===== config.mk =====
export PLATFORM = sky130hd
export DESIGN_NAME = gaussian_kernel_weights
export DESIGN_NICKNAME = d
export VERILOG_FILES = /design/src/rtl/core/gkw_pkg.sv /design/src/rtl/core/gkw_ram.sv /design/src/rtl/core/gkw_ctrl.sv /design/src/rtl/core/gkw_dp.sv /design/src/rtl/core/gaussian_kernel_weights.sv
export SDC_FILE = /design/constraint.sdc
export NUM_CORES = 2
export LEC_CHECK = 0
export BUFFER_PORTS_ARGS = -buffer_cell sky130_fd_sc_hd__buf_2
export CAP_MARGIN = 15
export CORE_MARGIN = 2
export CORE_UTILIZATION = 40
export DETAILED_ROUTE_END_ITERATION = 10
export PLACE_DENSITY_LB_ADDON = 0.12
export SLEW_MARGIN = 5
export SYNTH_ARGS = -nofsm -noshare
export SYNTH_HDL_FRONTEND = slang
export SYNTH_SLANG_ARGS = --single-unit

===== constraint.sdc =====
create_clock -name clk -period 13.8 [get_ports clk]
set_input_delay 0.69 -clock clk [delete_from_list [all_inputs] [get_ports clk]]
set_output_delay 0.69 -clock clk [all_outputs]
set_load 0.03 [all_outputs]

===== src/rtl/core/gkw_pkg.sv =====
// gkw_pkg: shared types, constants and tables of the gaussian kernel weight generator
`timescale 1ns / 1ps
package gkw_pkg;

	localparam int MAX_TAPS_DEFAULT = 64;
	localparam int CNT_W = 7;
	localparam int SIGMA_W = 16;
	localparam int IDX_W = 6;
	localparam int WEIGHT_W = 16;
	localparam int RAW_W = 17;
	localparam int SUM_W = 24;
	localparam int TOTAL_W = 25;
	localparam int REM_W = 48;
	localparam int DEN_W = 32;
	localparam int QUO_W = 21;
	localparam int CMP_W = 53;
	localparam int STEP_W = 5;
	localparam int RECIP_W = 21;
	localparam int RECIP_SH = 20;
	localparam logic [RAW_W-1:0] ONE_Q16 = 17'd65536;
	localparam logic [19:0] EXP_CAP_Q16 = 20'd786432;
	localparam logic [STEP_W-1:0] DIV1_TOP = 5'd20;
	localparam logic [STEP_W-1:0] DIV2_TOP = 5'd16;
	localparam logic [2:0] HORNER_TOP = 3'd7;

	typedef enum logic [3:0] {
		S_IDLE, S_SQ, S_DIV1I, S_DIV1, S_EXPI, S_HMUL, S_HDIV, S_GMUL,
		S_STORE, S_NORM, S_RD, S_DIV2I, S_DIV2, S_EMIT
	} state_t;

	typedef enum logic [3:0] {
		OP_NONE, OP_LOAD, OP_SQ, OP_DIV1I, OP_STEP, OP_EXPI, OP_HMUL, OP_HDIV,
		OP_GMUL, OP_STORE, OP_NORM, OP_RD, OP_DIV2I, OP_EMIT
	} op_t;

	typedef struct packed {
		logic req_empty;
		logic last_tap;
		logic step_last;
		logic k_one;
	} status_t;

	function automatic logic [RAW_W-1:0] exp_int(input logic [3:0] n);
		logic [RAW_W-1:0] v;
		case (n)
			4'd0: v = 17'd65536;
			4'd1: v = 17'd24109;
			4'd2: v = 17'd8869;
			4'd3: v = 17'd3263;
			4'd4: v = 17'd1200;
			4'd5: v = 17'd442;
			4'd6: v = 17'd162;
			4'd7: v = 17'd60;
			4'd8: v = 17'd22;
			4'd9: v = 17'd8;
			4'd10: v = 17'd3;
			4'd11: v = 17'd1;
			default: v = 17'd0;
		endcase
		return v;
	endfunction

	// ceil(2^20 / k), exact floor division for 17-bit dividends
	function automatic logic [RECIP_W-1:0] recip(input logic [2:0] k);
		logic [RECIP_W-1:0] v;
		case (k)
			3'd1: v = 21'd1048576;
			3'd2: v = 21'd524288;
			3'd3: v = 21'd349526;
			3'd4: v = 21'd262144;
			3'd5: v = 21'd209716;
			3'd6: v = 21'd174763;
			3'd7: v = 21'd149797;
			default: v = 21'd0;
		endcase
		return v;
	endfunction

endpackage


===== src/rtl/core/gkw_ram.sv =====
// gkw_ram: generic single-port-write, registered-read memory
`timescale 1ns / 1ps
module gkw_ram #(
	parameter int WIDTH = 17,
	parameter int DEPTH = 64
) (
	input  logic                                   clk,
	input  logic                                   we,
	input  logic [(DEPTH > 1 ? $clog2(DEPTH) : 1)-1:0] waddr,
	input  logic [WIDTH-1:0]                       wdata,
	input  logic                                   re,
	input  logic [(DEPTH > 1 ? $clog2(DEPTH) : 1)-1:0] raddr,
	output logic [WIDTH-1:0]                       rdata
);
	logic [WIDTH-1:0] mem_q [DEPTH];

	always_ff @(posedge clk) begin
		if (we) begin
			mem_q[waddr] <= wdata;
		end
		if (re) begin
			rdata <= mem_q[raddr];
		end
	end
endmodule


===== src/rtl/core/gkw_ctrl.sv =====
// gkw_ctrl: sequencing state machine of the kernel weight generator
`timescale 1ns / 1ps
module gkw_ctrl import gkw_pkg::*; (
	input  logic    clk,
	input  logic    arst_n,
	input  logic    start,
	input  status_t status,
	output op_t     op,
	output logic    busy
);
	state_t state_q, state_d;

	always_ff @(posedge clk or negedge arst_n) begin
		if (!arst_n) begin
			state_q <= S_IDLE;
		end else begin
			state_q <= state_d;
		end
	end

	always_comb begin
		state_d = state_q;
		case (state_q)
			S_IDLE:  if (start && !status.req_empty) state_d = S_SQ;
			S_SQ:    state_d = S_DIV1I;
			S_DIV1I: state_d = S_DIV1;
			S_DIV1:  if (status.step_last) state_d = S_EXPI;
			S_EXPI:  state_d = S_HMUL;
			S_HMUL:  state_d = S_HDIV;
			S_HDIV:  state_d = status.k_one ? S_GMUL : S_HMUL;
			S_GMUL:  state_d = S_STORE;
			S_STORE: state_d = status.last_tap ? S_NORM : S_DIV1I;
			S_NORM:  state_d = S_RD;
			S_RD:    state_d = S_DIV2I;
			S_DIV2I: state_d = S_DIV2;
			S_DIV2:  if (status.step_last) state_d = S_EMIT;
			S_EMIT:  state_d = status.last_tap ? S_IDLE : S_RD;
			default: state_d = S_IDLE;
		endcase
	end

	always_comb begin
		op = OP_NONE;
		case (state_q)
			S_IDLE:  op = (start && !status.req_empty) ? OP_LOAD : OP_NONE;
			S_SQ:    op = OP_SQ;
			S_DIV1I: op = OP_DIV1I;
			S_DIV1:  op = OP_STEP;
			S_EXPI:  op = OP_EXPI;
			S_HMUL:  op = OP_HMUL;
			S_HDIV:  op = OP_HDIV;
			S_GMUL:  op = OP_GMUL;
			S_STORE: op = OP_STORE;
			S_NORM:  op = OP_NORM;
			S_RD:    op = OP_RD;
			S_DIV2I: op = OP_DIV2I;
			S_DIV2:  op = OP_STEP;
			S_EMIT:  op = OP_EMIT;
			default: op = OP_NONE;
		endcase
	end

	assign busy = (state_q != S_IDLE);

	a_accept_busy: assert property (@(posedge clk) disable iff (!arst_n)
		start && !busy && !status.req_empty |=> busy)
		else $error("accepted request did not start");
	a_empty_ignored: assert property (@(posedge clk) disable iff (!arst_n)
		start && !busy && status.req_empty |=> !busy)
		else $error("empty request started work");
	a_emit_to_idle: assert property (@(posedge clk) disable iff (!arst_n)
		state_q == S_EMIT && status.last_tap |=> state_q == S_IDLE)
		else $error("final beat did not end request");
endmodule


===== src/rtl/core/gkw_dp.sv =====
// gkw_dp: datapath with tap store, shared divider, exponential unit and sum
`timescale 1ns / 1ps
module gkw_dp import gkw_pkg::*; #(
	parameter int MAX_TAPS = MAX_TAPS_DEFAULT
) (
	input  logic                clk,
	input  logic                arst_n,
	input  op_t                 op,
	input  logic [CNT_W-1:0]    tap_count,
	input  logic [SIGMA_W-1:0]  sigma,
	output status_t             status,
	output logic                valid,
	output logic [IDX_W-1:0]    tap_index,
	output logic [WEIGHT_W-1:0] weight,
	output logic                last
);
	localparam int IW = (MAX_TAPS > 1) ? $clog2(MAX_TAPS) : 1;
	localparam int CNW = IW + 1;

	logic [CNW-1:0]     count_q;
	logic [IW-1:0]      i_q;
	logic [SIGMA_W-1:0] s_q;
	logic [DEN_W-1:0]   d_q;
	logic [REM_W-1:0]   r_q;
	logic [QUO_W-1:0]   q_q;
	logic [STEP_W-1:0]  j_q;
	logic               cap_q;
	logic [3:0]         n_q;
	logic [15:0]        f_q;
	logic [RAW_W-1:0]   t_q;
	logic [32:0]        prod_q;
	logic [2:0]         k_q;
	logic [RAW_W-1:0]   g_q;
	logic [SUM_W-1:0]   sum_q;
	logic [TOTAL_W-1:0] total_q;
	logic               valid_q;
	logic [IDX_W-1:0]   idx_q;
	logic [WEIGHT_W-1:0] weight_q;
	logic               last_q;

	logic [7:0]         i8;
	logic [15:0]        isq;
	logic [CMP_W-1:0]   dsh;
	logic               fits;
	logic [19:0]        e_val;
	logic [37:0]        hprod;
	logic [RAW_W-1:0]   hq;
	logic [33:0]        gprod;
	logic [RAW_W-1:0]   rdata;
	logic               last_tap;

	assign i8 = 8'(i_q);
	assign isq = i8 * i8;
	assign dsh = CMP_W'(d_q) << j_q;
	assign fits = (CMP_W'(r_q) >= dsh);
	assign e_val = q_q[19:0];
	assign hprod = 38'(prod_q[32:16]) * 38'(recip(k_q));
	assign hq = hprod[RECIP_SH +: RAW_W];
	assign gprod = 34'(exp_int(n_q)) * 34'(t_q) + 34'd32768;
	assign last_tap = ((CNW'(i_q) + CNW'(1)) == count_q);

	assign status.req_empty = (tap_count == '0);
	assign status.last_tap = last_tap;
	assign status.step_last = (j_q == '0);
	assign status.k_one = (k_q == 3'd1);

	gkw_ram #(.WIDTH(RAW_W), .DEPTH(MAX_TAPS)) u_store (
		.clk   (clk),
		.we    (op == OP_STORE),
		.waddr (i_q),
		.wdata (g_q),
		.re    (op == OP_RD),
		.raddr (i_q),
		.rdata (rdata)
	);

	always_ff @(posedge clk) begin
		case (op)
			OP_LOAD: begin
				count_q <= (32'(tap_count) > 32'(MAX_TAPS)) ? CNW'(MAX_TAPS) : CNW'(tap_count);
				s_q <= (sigma == '0) ? SIGMA_W'(1) : sigma;
				i_q <= '0;
				sum_q <= '0;
			end
			OP_SQ: d_q <= s_q * s_q;
			OP_DIV1I: begin
				r_q <= REM_W'({isq, 31'b0});
				q_q <= '0;
				j_q <= DIV1_TOP;
			end
			OP_STEP: begin
				if (fits) begin
					r_q <= REM_W'(CMP_W'(r_q) - dsh);
				end
				q_q <= {q_q[QUO_W-2:0], fits};
				j_q <= j_q - STEP_W'(1);
			end
			OP_EXPI: begin
				cap_q <= q_q[20] || (e_val >= EXP_CAP_Q16);
				n_q <= e_val[19:16];
				f_q <= e_val[15:0];
				t_q <= ONE_Q16;
				k_q <= HORNER_TOP;
			end
			OP_HMUL: prod_q <= 33'(f_q) * 33'(t_q);
			OP_HDIV: begin
				t_q <= ONE_Q16 - hq;
				k_q <= k_q - 3'd1;
			end
			OP_GMUL: g_q <= cap_q ? '0 : gprod[16 +: RAW_W];
			OP_STORE: begin
				sum_q <= sum_q + SUM_W'(g_q);
				i_q <= i_q + IW'(1);
			end
			OP_NORM: begin
				total_q <= {sum_q, 1'b0} - TOTAL_W'(ONE_Q16);
				i_q <= '0;
			end
			OP_DIV2I: begin
				r_q <= REM_W'({rdata, 16'b0}) + REM_W'(total_q[TOTAL_W-1:1]);
				d_q <= DEN_W'(total_q);
				q_q <= '0;
				j_q <= DIV2_TOP;
			end
			OP_EMIT: begin
				idx_q <= i8[IDX_W-1:0];
				weight_q <= q_q[16] ? '1 : q_q[15:0];
				last_q <= last_tap;
				i_q <= i_q + IW'(1);
			end
			default: ;
		endcase
	end

	always_ff @(posedge clk or negedge arst_n) begin
		if (!arst_n) begin
			valid_q <= 1'b0;
		end else begin
			valid_q <= (op == OP_EMIT);
		end
	end

	assign valid = valid_q;
	assign tap_index = idx_q;
	assign weight = weight_q;
	assign last = last_q;

	a_emit_beat: assert property (@(posedge clk) disable iff (!arst_n)
		op == OP_EMIT |=> valid)
		else $error("emit without result beat");
	a_beat_single: assert property (@(posedge clk) disable iff (!arst_n)
		valid |=> !valid)
		else $error("result beat longer than one cycle");
endmodule


===== src/rtl/core/gaussian_kernel_weights.sv =====
// gaussian_kernel_weights: top level of the normalized gaussian kernel weight generator
//
// command channel: tap_count and sigma (unsigned Q8.8) are taken at a rising edge with
// start high and busy low; busy stays high until the request's last beat is out.
// a tap_count of zero is ignored and busy stays low. counts above MAX_TAPS are clipped.
// result channel: one beat per tap, in order of distance, each on tap_index, weight
// (Q0.16, saturated) and last for exactly one cycle while valid is high.
// the receiver cannot hold beats off; no stall path exists.
// work for a request of n taps: sigma is squared, then each tap's raw value is built
// and stored (21-step divide for the exponent, 7 horner steps of a multiply and a
// divide by k each, one rounding multiply, one store), then the sum is normalized
// and each output beat takes a store read, a 17-step divide and an emit.
// the restoring divider is shared by both loops.
// reset (arst_n low) returns the sequencer to idle and drops valid; the tap store
// needs no clearing since every entry is written before it is read.
`timescale 1ns / 1ps
module gaussian_kernel_weights import gkw_pkg::*; #(
	parameter int MAX_TAPS = MAX_TAPS_DEFAULT
) (
	input  logic                clk,
	input  logic                arst_n,
	input  logic                start,
	output logic                busy,
	input  logic [CNT_W-1:0]    tap_count,
	input  logic [SIGMA_W-1:0]  sigma,
	output logic                valid,
	output logic [IDX_W-1:0]    tap_index,
	output logic [WEIGHT_W-1:0] weight,
	output logic                last
);
	op_t     op;
	status_t status;

	gkw_ctrl u_ctrl (
		.clk    (clk),
		.arst_n (arst_n),
		.start  (start),
		.status (status),
		.op     (op),
		.busy   (busy)
	);

	gkw_dp #(.MAX_TAPS(MAX_TAPS)) u_dp (
		.clk       (clk),
		.arst_n    (arst_n),
		.op        (op),
		.tap_count (tap_count),
		.sigma     (sigma),
		.status    (status),
		.valid     (valid),
		.tap_index (tap_index),
		.weight    (weight),
		.last      (last)
	);
endmodule

==> impl_metrics.py <==
metrics = {
    "global_route": {
        "grt_max_degree": 99,
        "grt_usage_pct": 23.3,
        "first_global_vias": 63154,
        "gr-total-overflow": 0,
        "grt_pass1_wl_um": 414000,
        "antenna_found_initial": 7,
    },
    "detailed_routing": {
        "first_pass_iters": 5,
        "drtIter0Drc": 4606,
        "routedWlPerCell_um": 24.7,
        "post-route-drc-count": 0,
        "vias_per_cell": 5.45,
        "wirelength_um": 274000,
        "ant_nets": 0,
        "via_count": 60282,
    },
    "setup_path": {
        "cp-start-kind": "flip-flop",
        "end_kind": "flip-flop",
        "ff2ff_path_depth": 26,
        "cp_max_fo": 20,
        "worstSetupPathType": "flip-flop to flip-flop",
        "slowest_delay_ns": 0.87,
        "cpMostUsedCell": "fa_1",
        "worst-endpoint-required_ns": 14.31,
        "cp.arrival_ns": 10.14,
        "cpMaxStageDelayCell": "ha_1",
    },
    "layout": {
        "design_area_um2": 103000,
        "fillers": 21484,
        "syn2layout_area_growth_pct": 10.1,
        "final_nets": 9313,
        "finalNonFillerCells": 11071,
        "layout-drive-gt1-share_pct": 8.50,
    },
    "pwr": {
        "p_clk_share_pct": 18.3,
        "p_leak_nw": 41.4,
        "power_density_nw_per_um2": 223,
        "p_seq_share_pct": 25.0,
        "combPwrFrac_pct": 56.7,
        "p_total_mw": 22.9,
        "p_int_mw": 13.0,
        "p_switching_mw": 9.95,
        "swShare_pct": 43.4,
        "peakVddDrop_v": 0.000333,
    },
    "yosys": {
        "synth_commonest_cells": "1386 x edfxtp_1, 1158 x inv_1, 846 x fa_1",
        "ys_types": 86,
        "synth-seq-cells": 1405,
        "synth_edf_count": 1386,
        "ys_seq_area_share_pct": 45.0,
        "yosysWarningCount": 0,
        "syn_inst": 7889,
        "syn_area_um2": 93400,
        "synth_nets": 9307,
        "syn_area_per_cell_um2": 11.8,
        "ys_top_cells_by_area": "edfxtp_1 45%, fa_1 18%, ha_1 7.3%",
        "synthFlopType": "edfxtp_1",
        "synth.most_common_cell": "edfxtp_1",
        "synth_top_area_cell": "edfxtp_1",
        "synth_top_area_share_pct": 44.6,
        "async_reset_ff_share_pct": 0.356,
    },
    "sta": {
        "grt_setup_unrepaired": "false",
        "totalNegativeSetupSlack_ns": 0,
        "finClkSkew_ns": 0.0575,
        "fin_crit_ns": 9.62,
        "hold_viol_final": 0,
        "final-setup-viol-count": 0,
        "slew-limit-headroom_pct": 19.0,
        "drv_slew": 0,
        "fin_crit_sh_pct": 69.7,
        "fmax_ghz": 0.104,
        "worst_slew_pin_slew_ns": 1.20,
    },
    "die": {
        "core_area_um2": 232000,
        "dieWidth_um": 487,
        "io-pin-count": 51,
        "initial_core_util_pct": 40.2,
        "row_count": 177,
        "fp.dieH_um": 487,
        "dieArea_um2": 237000,
    },
    "place": {
        "globalplace.congestion": 0.874,
        "placed_cell_area_um2": 97600,
        "dp_hpwl_um": 185000,
        "portBuffers": 50,
        "dp.cells": 10777,
    },
    "clocking": {
        "htreeDepth": 4,
        "clock_tree.buffer_depth": 3,
        "cts_buffers": 157,
        "cts_resized": 0,
        "numClockSinks": 1405,
        "cts_tree": "yes",
        "cts_root_buf": "clkbuf_16",
        "path_clk_slew_ns": 0.05,
        "clock_latency_ns": 0.82,
    },
    "job": {
        "drv_cap": 0,
    },
    "status": {
        "status": "finished, final reports clean",
    },
    "worst_hold_path": {
        "min_path_cells": 1,
        "hold_class": "input pin to flip-flop",
    },
}
-- placed cells by master (no fill, tap or decap), types with 26 or more instances in the layout --
master     synthesis  routed
nor2_2             0      61
ha_1             546     546
o21ai_0          211     210
a221oi_1         111     111
mux2i_1           96      96
fa_1             846     846
inv_1           1158    1157
nand4_1           75      75
a22o_1            63      63
nand3_1           86      86
and3_1            27      27
buf_4              0     174
o211ai_1          32      32
or2_2             30      30
a22oi_1          218     218
mux4_2            39      39
clkbuf_16          0     158
a211oi_1          31      31
buf_2             12      50
xor2_1            79      79
nor3_1            61      56
a21oi_1          252     252
nand2b_1          32      32
o22ai_1           26      26
and2_1           395     394
nand2_1          741     741
clkbuf_1         310      40
a21o_1            81      81
edfxtp_1        1386    1386
mux2_2            61      61
nor2_1           368     300
nor2b_1           41      37
xnor2_1          116     116
a31oi_1           42      41
-- flip-flops by register name, indices dropped and copies added (netlist names), named ones only --
signal and cells:
u_dp.d_q 32, u_dp.weight 16, u_dp.g_q 17, u_dp.q_q 21, u_dp.j_q 5, u_dp.f_q 16
u_dp.k_q 3, u_dp.sum_q 24, u_ctrl.state_q 4, u_dp.r_q 48, u_dp.i_q 6, u_dp.total_q 24
u_dp.count_q 7, u_dp.s_q 16, u_dp.tap_index 6, u_dp.last 1, u_dp.u_store.rdata 17, u_dp.n_q 4
u_dp.prod_q 17, u_dp.u_store.mem_q 1088, u_dp.cap_q 1, u_dp.valid 1, u_dp.t_q 17
-- routing by layer --
layer	routed length [um]	vias up	global-route usage, %	part of all wire (%)
met5	54	-	0	0.020
met4	6840	6	5.75	2.5
met3	13500	305	2.96	4.9
met2	134000	1566	39.6	49
met1	119000	31293	31.6	44
li1	-	27112	-	-
-- kinds of logic after synthesis --
group	share of synthesized area (%)
DFF	45.0
buffers and inverters	6.22
xor gates and xnor gates	1.83
AOI/OAI and AO/OA	9.00
muxes	2.71
and+or+nand+nor	9.78
adders and majority gates	25.5
-- layout make-up --
| type | count | area [um^2] | area share [%] |
|---|---|---|---|
| Antenna cell | 5 | 12.5 | 0.0122 |
| Timing Repair Buffer | 230 | 1660 | 1.61 |
| Sequential cell | 1405 | 42000 | 40.9 |
| Clock inverter | 86 | 1000 | 0.973 |
| Inverter | 1161 | 4360 | 4.24 |
| Tap cell | 3043 | 3810 | 3.70 |
| Multi-Input combinational cell | 4940 | 45800 | 44.6 |
| Clock buffer | 201 | 4150 | 4.03 |
-- worst max-delay path: cells and delay by family, from the launching register on --
kind | cells | cell delay [ns]
and+or+nand+nor | 4 | 0.85
xor gates and xnor gates | 2 | 0.31
AOI/OAI and AO/OA | 8 | 3.20
DFF | 1 | 0.40
adders and majority gates | 8 | 4.36
buffers and inverters | 4 | 0.20
-- through the flow --
step	hold WS, ns	util [%]	worst slack [ns]
global placement	0.449	42.0	4.38
CTS	0.00528	44.2	4.30
global route	0.0330	44.3	3.66
detailed placement	0.449	42.0	4.31
finish	0.0765	44.3	4.18
floorplan	0.394	-	5.47
-- path summary, 6_finish.rpt --
path	from	end	slack [ns]
worst max-delay path	u_dp.k_q[0]	u_dp.t_q[16]	4.18
worst min-delay path	sigma[3]	u_dp.s_q[3]	0.08
worst max register to register	u_dp.k_q[0]	u_dp.t_q[16]	4.18
worst min register to register	u_dp.sum_q[5]	u_dp.total_q[6]	0.46
max in group asynchronous	arst_n	u_dp.valid	13.28
min in group asynchronous	arst_n	u_ctrl.state_q[3]	0.28
-- power groups by stage --
stage | clock network, mW | logic, mW | registers (mW)
after floorplan | 0 | 8.40 | 5.63
after global placement | 0 | 12.9 | 5.81
after detailed placement | 0 | 13.0 | 5.81
after CTS | 4.29 | 13.1 | 5.72
after global routing | 4.45 | 14.7 | 5.75
final | 4.20 | 13.0 | 5.72
-- repair_timing --
action / 4_1_cts / 5_1_grt
hold buffers: 1 / 0
endpoints found under the hold margin: 5 / 0
buffers inserted: 0 / 0
Power figures use the tool's default switching activity.
